===== src/rtl/core/scb_pkg.sv =====
// ----------------------------------------------------------------------------
// scb_pkg
// Types, constants and helper functions shared by the segment/circle
// bisection core, its controller and its datapath.
// ----------------------------------------------------------------------------
package scb_pkg;

	localparam int MAX_STEPS = 48;
	localparam int FRAC_BITS = 16;

	localparam int COORD_W = 32;
	localparam int CFG_W   = 31;
	localparam int STEP_W  = 7;
	localparam int SQ_W    = 64;
	localparam int R2_W    = 2 * CFG_W;

	localparam logic [CFG_W-1:0] RADIUS_RST = CFG_W'(64'd1 << FRAC_BITS);
	localparam logic [CFG_W-1:0] TOL_RST    = CFG_W'(16);

	// configuration register indexes
	localparam logic [0:0] CFG_RADIUS    = 1'b0;
	localparam logic [0:0] CFG_TOLERANCE = 1'b1;

	typedef struct packed {
		logic signed [COORD_W-1:0] start_x;
		logic signed [COORD_W-1:0] start_y;
		logic signed [COORD_W-1:0] end_x;
		logic signed [COORD_W-1:0] end_y;
	} seg_t;

	typedef struct packed {
		logic signed [COORD_W-1:0] cross_x;
		logic signed [COORD_W-1:0] cross_y;
		logic [1:0]                status;
		logic [STEP_W-1:0]         steps_used;
	} res_t;

	typedef enum logic [1:0] {
		RES_FOUND      = 2'd0,
		RES_SAME_SIDE  = 2'd1,
		RES_STEP_LIMIT = 2'd2
	} res_code_t;

	typedef enum logic [2:0] {
		MUL_NONE,
		MUL_RT,
		MUL_P1,
		MUL_P2,
		MUL_LEN,
		MUL_MID
	} mul_sel_t;

	typedef enum logic [2:0] {
		ST_IDLE,
		ST_INIT,
		ST_SIDE1,
		ST_SIDE2,
		ST_LEN,
		ST_CHECK,
		ST_MID,
		ST_DONE
	} state_t;

	// side of a point against the circle: neither flag set means on it
	typedef struct packed {
		logic gt;
		logic lt;
	} side_t;

	typedef struct packed {
		logic      load;
		mul_sel_t  mul_sel;
		logic      lat_sq;
		logic      lat_s1;
		logic      lat_s2;
		logic      adv;
		logic      upd;
		logic      res_wr;
		res_code_t res_code;
		logic      out_load;
	} cmd_t;

	typedef struct packed {
		logic too_long;
		logic same_side;
		logic step_max;
		logic mid_on;
	} flags_t;

	// floor((a + b) / 2), exact
	function automatic logic signed [COORD_W-1:0] mid_pt(
		input logic signed [COORD_W-1:0] a,
		input logic signed [COORD_W-1:0] b
	);
		logic signed [COORD_W:0] s;
		s = {a[COORD_W-1], a} + {b[COORD_W-1], b};
		return s[COORD_W:1];
	endfunction

	// magnitude of a signed coordinate, fits unsigned 32 bits
	function automatic logic [COORD_W-1:0] mag32(input logic signed [COORD_W-1:0] v);
		logic [COORD_W-1:0] u;
		u = v;
		return v[COORD_W-1] ? (~u + 1'b1) : u;
	endfunction

	// magnitude of a coordinate difference, at most 2^32 - 1
	function automatic logic [COORD_W-1:0] mag33(input logic signed [COORD_W:0] v);
		logic [COORD_W:0] u;
		logic [COORD_W:0] n;
		u = v;
		n = ~u + 1'b1;
		return v[COORD_W] ? n[COORD_W-1:0] : u[COORD_W-1:0];
	endfunction

endpackage


===== src/rtl/core/scb_ctrl.sv =====
// ----------------------------------------------------------------------------
// scb_ctrl
// Sequencer for the bisection search: steps the datapath through the setup
// squarings, the length check and midpoint test of each halving, and the
// output handshake.
// ----------------------------------------------------------------------------
module scb_ctrl (
	input  logic            clk,
	input  logic            arst_n,
	input  logic            seg_valid,
	output logic            seg_ready,
	output logic            res_valid,
	input  logic            res_ready,
	input  scb_pkg::flags_t flags,
	output scb_pkg::cmd_t   cmd
);

	scb_pkg::state_t state_q;
	scb_pkg::state_t state_d;
	logic            out_valid_q;
	logic            out_free;

	assign out_free  = !out_valid_q || res_ready;
	assign seg_ready = (state_q == scb_pkg::ST_IDLE);
	assign res_valid = out_valid_q;

	always_comb begin
		state_d = state_q;
		case (state_q)
			scb_pkg::ST_IDLE: begin
				if (seg_valid) state_d = scb_pkg::ST_INIT;
			end
			scb_pkg::ST_INIT:  state_d = scb_pkg::ST_SIDE1;
			scb_pkg::ST_SIDE1: state_d = scb_pkg::ST_SIDE2;
			scb_pkg::ST_SIDE2: state_d = scb_pkg::ST_LEN;
			scb_pkg::ST_LEN:   state_d = scb_pkg::ST_CHECK;
			scb_pkg::ST_CHECK: begin
				if (flags.same_side || !flags.too_long || flags.step_max)
					state_d = scb_pkg::ST_DONE;
				else
					state_d = scb_pkg::ST_MID;
			end
			scb_pkg::ST_MID: begin
				state_d = flags.mid_on ? scb_pkg::ST_DONE : scb_pkg::ST_LEN;
			end
			scb_pkg::ST_DONE: begin
				if (out_free) state_d = scb_pkg::ST_IDLE;
			end
			default: state_d = scb_pkg::ST_IDLE;
		endcase
	end

	always_comb begin
		cmd          = '0;
		cmd.mul_sel  = scb_pkg::MUL_NONE;
		cmd.res_code = scb_pkg::RES_FOUND;
		case (state_q)
			scb_pkg::ST_IDLE: begin
				cmd.load = seg_valid;
			end
			scb_pkg::ST_INIT: begin
				cmd.mul_sel = scb_pkg::MUL_RT;
			end
			scb_pkg::ST_SIDE1: begin
				cmd.mul_sel = scb_pkg::MUL_P1;
				cmd.lat_sq  = 1'b1;
			end
			scb_pkg::ST_SIDE2: begin
				cmd.mul_sel = scb_pkg::MUL_P2;
				cmd.lat_s1  = 1'b1;
			end
			scb_pkg::ST_LEN: begin
				cmd.mul_sel = scb_pkg::MUL_LEN;
				cmd.lat_s2  = 1'b1;
			end
			scb_pkg::ST_CHECK: begin
				// square the midpoint now; it is only used if the search goes on
				cmd.mul_sel = scb_pkg::MUL_MID;
				if (flags.same_side) begin
					cmd.res_wr   = 1'b1;
					cmd.res_code = scb_pkg::RES_SAME_SIDE;
				end else if (!flags.too_long || flags.step_max) begin
					cmd.res_wr   = 1'b1;
					cmd.res_code = flags.too_long ? scb_pkg::RES_STEP_LIMIT
					                              : scb_pkg::RES_FOUND;
				end else begin
					cmd.adv = 1'b1;
				end
			end
			scb_pkg::ST_MID: begin
				if (flags.mid_on) begin
					cmd.res_wr   = 1'b1;
					cmd.res_code = scb_pkg::RES_FOUND;
				end else begin
					cmd.upd = 1'b1;
				end
			end
			scb_pkg::ST_DONE: begin
				cmd.out_load = out_free;
			end
			default: begin
				cmd.mul_sel = scb_pkg::MUL_NONE;
			end
		endcase
	end

	always_ff @(posedge clk or negedge arst_n) begin
		if (!arst_n) begin
			state_q     <= scb_pkg::ST_IDLE;
			out_valid_q <= 1'b0;
		end else begin
			state_q <= state_d;
			if (cmd.out_load)
				out_valid_q <= 1'b1;
			else if (res_ready)
				out_valid_q <= 1'b0;
		end
	end

endmodule


===== config.mk =====
export PLATFORM = sky130hd
export DESIGN_NAME = scb_ctrl
export DESIGN_NICKNAME = d
export VERILOG_FILES = /design/src/rtl/core/scb_pkg.sv /design/src/rtl/core/scb_ctrl.sv
export SDC_FILE = /design/constraint.sdc
export NUM_CORES = 1
export LEC_CHECK = 0
export ABC_AREA = 0
export BUFFER_PORTS_ARGS = -buffer_cell sky130_fd_sc_hd__buf_2
export CORE_AREA = 10 10 47 49
export CTS_CLUSTER_DIAMETER = 100
export CTS_CLUSTER_SIZE = 30
export DETAILED_ROUTE_END_ITERATION = 10
export DIE_AREA = 0 0 57 59
export GPL_ROUTABILITY_DRIVEN = 0
export PLACE_DENSITY = 0.61
export SYNTH_ARGS = -nofsm -noshare
export SYNTH_HDL_FRONTEND = slang
export SYNTH_SLANG_ARGS = --single-unit

===== constraint.sdc =====
create_clock -name clk -period 1.4 [get_ports clk]
set_clock_uncertainty 0.05 [all_clocks]
set_input_delay 0.14 -clock clk [delete_from_list [all_inputs] [get_ports clk]]
set_output_delay 0.14 -clock clk [all_outputs]
set_load 0.01 [all_outputs]

# == Word level (Yosys, flattened, before mapping) ==
# Index checks and enable logic that the tools add are counted.
# totals
inputBits,8
regBits,4
word_cells,43
# op_classes
reduce_logical,9
n_eq_ne,9
mux,23
# op_table
cell,count
$pmux W3 S8,1
$mux W3,5
$pmux W3 S5,1
$mux W1,13
$eq A3 B3 Y1 const B,4
$eq A3 B2 Y1 const B,2
$pmux W3 S2,1
$logic_or A1 B1 Y1,4
$mux W2,2
$ne A2 B2 Y1 const B,2
$eq A3 B1 Y1 const B,1
$logic_not A3 Y1,1
$logic_not A1 Y1,2
$reduce_and A2 Y1,1
$reduce_bool A2 Y1,1

# == Logic depth before layout (Yosys ltp) ==
# Gate-level depths: netlist of the first run.
# logic_depth
depth_word,5
ltp_mapped,4
depth_no_buf,3

# == Worst setup path after synthesis of the first run ==
# No wires, ideal clock.
# synth_timing
path_type,register to output
from,reg state_q[1]
to,out cmd[12] in the netlist's numbering
slack_ns,0.121
arrival_ns,1.089
stages_incl_launch_ff,4
n_path_buf,1
path_cell_list,dfrtp_1 buf_6 nor3_1 and2_1
# synth_lines
item,line_no,rtl
start: declaration,scb_ctrl.sv:18,scb_pkg::state_t state_q;
start signal: assignment,scb_ctrl.sv:109,state_q <= scb_pkg::ST_IDLE;
start signal: assignment,scb_ctrl.sv:112,state_q <= state_d;
end: declaration,scb_ctrl.sv:15,output scb_pkg::cmd_t cmd

==> results of run 1 <==
==> metrics by stage <==
step	worst slack (ns)	TNS [ns]	instances	hold WS (ns)	instance area, um^2
finish	-0.0181	-0.0264	87	0.177	564
global route	-0.0992	-0.408	87	0.187	564
CTS	-0.0167	-0.0226	82	0.188	494
detailed placement	0.0909	0	76	-0.103	435
global placement	0.107	0	76	-0.103	435
floorplan	0.121	0	41	-0.206	327
==> synthesized netlist by cell type (2+ instances only) <==
cell type,instances
a21oi_1,5
nor2b_1,2
inv_1,2
nand3b_1,2
nand3_1,2
nor2_1,3
dfrtp_1,4
nand2_1,3
and2_1,3
buf_2,2
nor3_1,4
==> cells in the final DEF, fill, tap and decap left out, types with 2 or more instances in the layout <==
cell type  instances
nand2_1            3
buf_2             22
nor3_2             2
dfrtp_2            3
buf_4              5
a21oi_1            4
nand3_1            2
buf_6              2
clkbuf_4           3
and2_1             3
nor2_1             2
nor2b_2            2
nand3b_1           2
==> timing repair <==
action	CTS	global route
setup buffers	2	5
hold endpoints to repair	4	0
pin swaps	0	2
resized for setup	5	15
hold buffers	1	0
endpoints found under the setup margin	11	10
==> power groups by stage <==
| stage | Sequential [mW] | Clock (mW) | Combinational (mW) |
|---|---|---|---|
| 3_3_place_gp | 0.307 | 0 | 0.570 |
| 6_report | 0.285 | 0.149 | 0.881 |
| 3_5_place_dp | 0.314 | 0 | 0.571 |
| 4_1_cts | 0.319 | 0.153 | 0.637 |
| 5_1_grt | 0.298 | 0.166 | 0.976 |
| 2_1_floorplan | 0.213 | 0 | 0.490 |
==> metal layers <==
layer,track usage (%),vias to the layer above,routed length (um)
li1,-,203,-
met1,5.74,180,464
met4,7.05,0,41
met2,11.0,15,539
met3,3.86,4,100
met5,0,-,0
==> logic make-up after synthesis <==
group	count (synthesis)	synth area share (%)
buf+inv	5	8.81
flops	4	30.7
simple gates	24	44.1
compound gates	8	16.5
==> final timing paths <==
check	slack, ns	to	cells after the start
min in group clk	0.22	state_q[1]$_DFFE_PN0P_	3
max reg2reg	0.15	state_q[0]$_DFFE_PN0P_	3
max	-0.02	cmd[12]	4
min	0.18	state_q[0]$_DFFE_PN0P_	2
max in group asynchronous	1.00	state_q[2]$_DFFE_PN0P_	2
min reg2reg	0.61	state_q[1]$_DFFE_PN0P_	2
==> state kept, by name (all words and copies together), names as in the netlist <==
name and flops:
state_q 3, res_valid 1
==> area by class of cell <==
cell class / count / area (um^2) / share of cell area (%)
Multi-Input combinational cell: 32 / 230 / 40.8
Timing Repair Buffer: 30 / 180 / 31.9
Sequential cell: 4 / 104 / 18.4
Clock buffer: 3 / 22.5 / 3.99
Tap cell: 16 / 20.0 / 3.55
Inverter: 2 / 7.51 / 1.33
==> results_dict.tcl, run 1 <==
set metrics [dict create \
    status "complete, but fails checks" \
    violations "negative setup slack" \
    crit_family "flip-flops" \
    clk_path_buf_depth 2 \
    cts_tree "yes" \
    drive_gt1_share_pct 66.2 \
    syn-cell-area_um2 327 \
    p_int_mw 0.709 \
    finalHoldViolCount 0 \
    worstPathArrival_ns 1.23 \
    grt_pass1_vias 410 \
    critical_path.slowest_cell "dfrtp_2" \
    relSlewSlack_pct 79.2 \
    period_minus_slack_ns 1.42 \
    start_util_pct 23.3 \
    peakVddDrop_uv 963 \
    max_stage_delay_ns 0.45 \
    synth_edf_count 0 \
    final_util_pct 40.3 \
    via_per_inst 4.62 \
    worst_pin_slew_ns 0.312 \
    die_x_um 57 \
    fp-row-count 14 \
    fin_crit_sh_pct 101 \
    clk_latency_ns 0.24 \
    ioPinCount 23 \
    cts_made_buffers 3 \
    seq_power_share_pct 21.7 \
    dp_hpwl_um 785 \
    crit_chain "buf_6 -> nor3_4 -> and2_1 -> buf_2" \
    switching_share_pct 46.1 \
    cp-startpoint "state_q[1]$_DFFE_PN0P_" \
    grt_antenna_before_repair 0 \
    vias 402 \
    endpoint_kind "output pin" \
    drt-total-wl_mm 1.15 \
    fill_cells 156 \
    core_um2 1400 \
    p_sw_mw 0.606 \
    yosys_register_bits 4 \
    antenna_left 0 \
    max_freq_ghz 0.705 \
    total_power_mw 1.32 \
    h-tree-depth 1 \
    pwr-share-comb_pct 66.9 \
    worstReg2RegStart "state_q[0]$_DFFE_PN0P_" \
    diodes 0 \
    critPathMaxFanout 7 \
    clockPowerShare_pct 11.4 \
    p_leak_nw 0.290 \
    async_flop_share_pct 100 \
    synth_top_area_share_pct 30.7 \
    overflow 0 \
    crit_buf_inv 2 \
    drt_iter0_markers 8 \
    critPathRequiredTime_ns 1.21 \
    cts_root_buffer "clkbuf_4" \
    synth_top_area_cell "dfrtp_1" \
    hold_class "primary input to asynchronous set/reset pin" \
    drc 0 \
    synth_fp_nets 49 \
    die_area_um2 3360 \
    syn_inst 41 \
    die_height_um 59 \
    timing.max_cap.violations 0 \
    finalSetupViolations 2 \
    track_usage_pct 6.85 \
    yosysSeqAreaShare_pct 30.7 \
    portBuffers 22 \
    first_pass_iters 2 \
    area_delta_synth_final_pct 72.8 \
    ys_warn_count 0 \
    grt_max_degree 14 \
    synth_ff_type "dfrtp_1" \
    rsz0062_at_grt "true" \
    final_nets 81 \
    cts_sinks 4 \
    grt_pass1_wl_mm 1.77 \
    crit_type "flip-flop to output pin" \
    cp-start-kind "flip-flop" \
    wire_per_inst_um 13.2 \
    path_clk_slew_ns 0.04 \
    drv_slew 0 \
    setup_ws_ns -0.0181 \
    syn_area_per_cell_um2 7.96 \
    cellPowerDensity_nw_per_um2 2330 \
    synthDistinctLibCells 20 \
    synthTopCellsByArea "dfrtp_1 (31%), a21oi_1 (7.7%), nor3_1 (6.1%)" \
]
Power figures use the tool's default switching activity.
==> run 2: changes to the inputs <==
--- a/config.mk
+++ b/config.mk
@@ -7,13 +7,15 @@
 export LEC_CHECK = 0
 export ABC_AREA = 0
 export BUFFER_PORTS_ARGS = -buffer_cell sky130_fd_sc_hd__buf_2
-export CORE_AREA = 10 10 47 49
+export CELL_PAD_IN_SITES_DETAIL_PLACEMENT = 0
+export CELL_PAD_IN_SITES_GLOBAL_PLACEMENT = 1
+export CORE_MARGIN = 10
+export CORE_UTILIZATION = 25
 export CTS_CLUSTER_DIAMETER = 100
 export CTS_CLUSTER_SIZE = 30
 export DETAILED_ROUTE_END_ITERATION = 10
-export DIE_AREA = 0 0 57 59
 export GPL_ROUTABILITY_DRIVEN = 0
-export PLACE_DENSITY = 0.61
+export PLACE_DENSITY = 0.82
 export SYNTH_ARGS = -nofsm -noshare
 export SYNTH_HDL_FRONTEND = slang
 export SYNTH_SLANG_ARGS = --single-unit
==> run 2 against run 1 <==
  * The run now ends clean
  * Die area down 6.3%
  * Sequential cell count unchanged
  * Count of clock-buffer cells in the layout stayed put
  * Via count rose by 3.0%
  * Largest cell class unchanged
==> results_dict.tcl, run 2 (synthesis results as in run 1) <==
set metrics [dict create \
    status "completed" \
    hold_ws_ns 0.193 \
    timing.rr.end "state_q[0]$_DFFE_PN0P_" \
    dp_hpwl_um 813 \
    clk_path_buf_depth 2 \
    clk_latency_ns 0.24 \
    critPathRequiredTime_ns 1.21 \
    diodes 0 \
    ioPinCount 23 \
    cts_root_buffer "clkbuf_4" \
    largest_reg_flops 3 \
    final_util_pct 47.2 \
    period_minus_slack_ns 1.39 \
    final_nets 82 \
    grt_max_degree 14 \
    h-tree-depth 1 \
    drv_slew 0 \
    critical_path.slowest_cell "dfrtp_2" \
    final_cell_mix "buf_2 (22), buf_4 (7), a21oi_1 (5)" \
    core_um2 1170 \
    track_usage_pct 6.65 \
    portBuffers 22 \
    overflow 0 \
    relSlewSlack_pct 73.4 \
    p_leak_nw 0.290 \
    multi_input_area_um2 218 \
    drt-total-wl_mm 1.23 \
    largest_register "state_q" \
    fill_cells 122 \
    ff2ff_path_depth 4 \
    cts_made_buffers 3 \
    peakVddDrop_uv 864 \
    crit_type "flip-flop to output pin" \
    fin_crit_sh_pct 99.2 \
    finalSetupViolations 0 \
    total_power_mw 1.29 \
    finalHoldViolCount 0 \
    hold_class "primary input to asynchronous set/reset pin" \
    worstReg2RegStart "state_q[2]$_DFFE_PN0P_" \
    cp-start-kind "flip-flop" \
    start_util_pct 27.9 \
    finalSetupTns_ns 0 \
    critPathMaxFanout 6 \
    via_per_inst 4.81 \
    r2r_setup_slack_ns 0.13 \
    wire_per_inst_um 14.3 \
    endpoint_kind "output pin" \
    die_height_um 56.1 \
    worstPathArrival_ns 1.20 \
    cts_sinks 4 \
    cts_tree "yes" \
    first_pass_iters 2 \
    grt_pass1_vias 388 \
    grt_pass1_wl_mm 1.76 \
    area_delta_synth_final_pct 69.3 \
    worst_pin_slew_ns 0.398 \
    drive_gt1_share_pct 62.5 \
    max_stage_delay_ns 0.43 \
    drt_iter0_markers 11 \
    drc 0 \
    die_area_um2 3150 \
    crit_chain "buf_4 -> nor3_2 -> and2_1 -> buf_2" \
    max_freq_ghz 0.720 \
    path_clk_slew_ns 0.04 \
    die_x_um 56.1 \
    antenna_left 0 \
    seq_area_um2 104 \
    cellPowerDensity_nw_per_um2 2330 \
    rsz0062_at_grt "true" \
    timing.max_cap.violations 0 \
    vias 414 \
    final_common_cell "buf_2" \
    grt_antenna_before_repair 0 \
    fp-row-count 12 \
]
## run 2: worst max path at each step
stage	startpoint	endpoint	cells after the start
4_1_cts	state_q[0]$_DFFE_PN0P_	cmd[3]	4
3_5_place_dp	state_q[0]$_DFFE_PN0P_	state_q[0]$_DFFE_PN0P_	3
6_report	state_q[0]$_DFFE_PN0P_	cmd[12]	4
2_1_floorplan	state_q[1]$_DFFE_PN0P_	cmd[12]	3
5_1_grt	state_q[1]$_DFFE_PN0P_	cmd[0]	4
3_3_place_gp	state_q[0]$_DFFE_PN0P_	state_q[0]$_DFFE_PN0P_	3
## run 2: power by group
group / switching, mW / internal [mW]
clock: 0.0526 / 0.0962
combinational: 0.439 / 0.420
sequential: 0.0937 / 0.185
total: 0.586 / 0.701
## run 2: per-layer routing
layer	wire length [um]	track usage (%)	vias to the layer above
li1	-	-	204
met1	512	7.87	195
met2	625	10.1	13
met3	77	2.05	2
met4	19	4.10	0
met5	0	0	-
## run 2: layout make-up
type	count	share of cell area, %
inverters	2	1.36
repair buffers	31	33.3
flip-flops and latches	4	18.8
well taps	14	3.17
clock buffers	3	4.07
multi-input cells	32	39.4
## run 2: critical path: cells and delay by family (launching register included)
| kind | cells | cell delay [ns] |
|---|---|---|
| buffers and inverters | 2 | 0.27 |
| and+or+nand+nor | 2 | 0.25 |
| DFF | 1 | 0.43 |
## run 2: what timing repair did
action | in CTS | in global routing
pin swaps | 0 | 4
gates resized for setup | 6 | 9
setup endpoints to repair | 10 | 10
hold buffers | 1 | 0
endpoints found under the hold margin | 4 | 0
buffers inserted | 3 | 5
## run 2: stage by stage
| step | cells | cell area, um^2 | worst slack [ns] |
|---|---|---|---|
| 6_report | 86 | 553 | 0.0115 |
| 5_1_grt | 86 | 553 | -0.0569 |
| 4_1_cts | 81 | 497 | -0.000946 |
| 3_5_place_dp | 74 | 433 | 0.0757 |
| 3_3_place_gp | 74 | 433 | 0.126 |
| 2_1_floorplan | 41 | 327 | 0.121 |
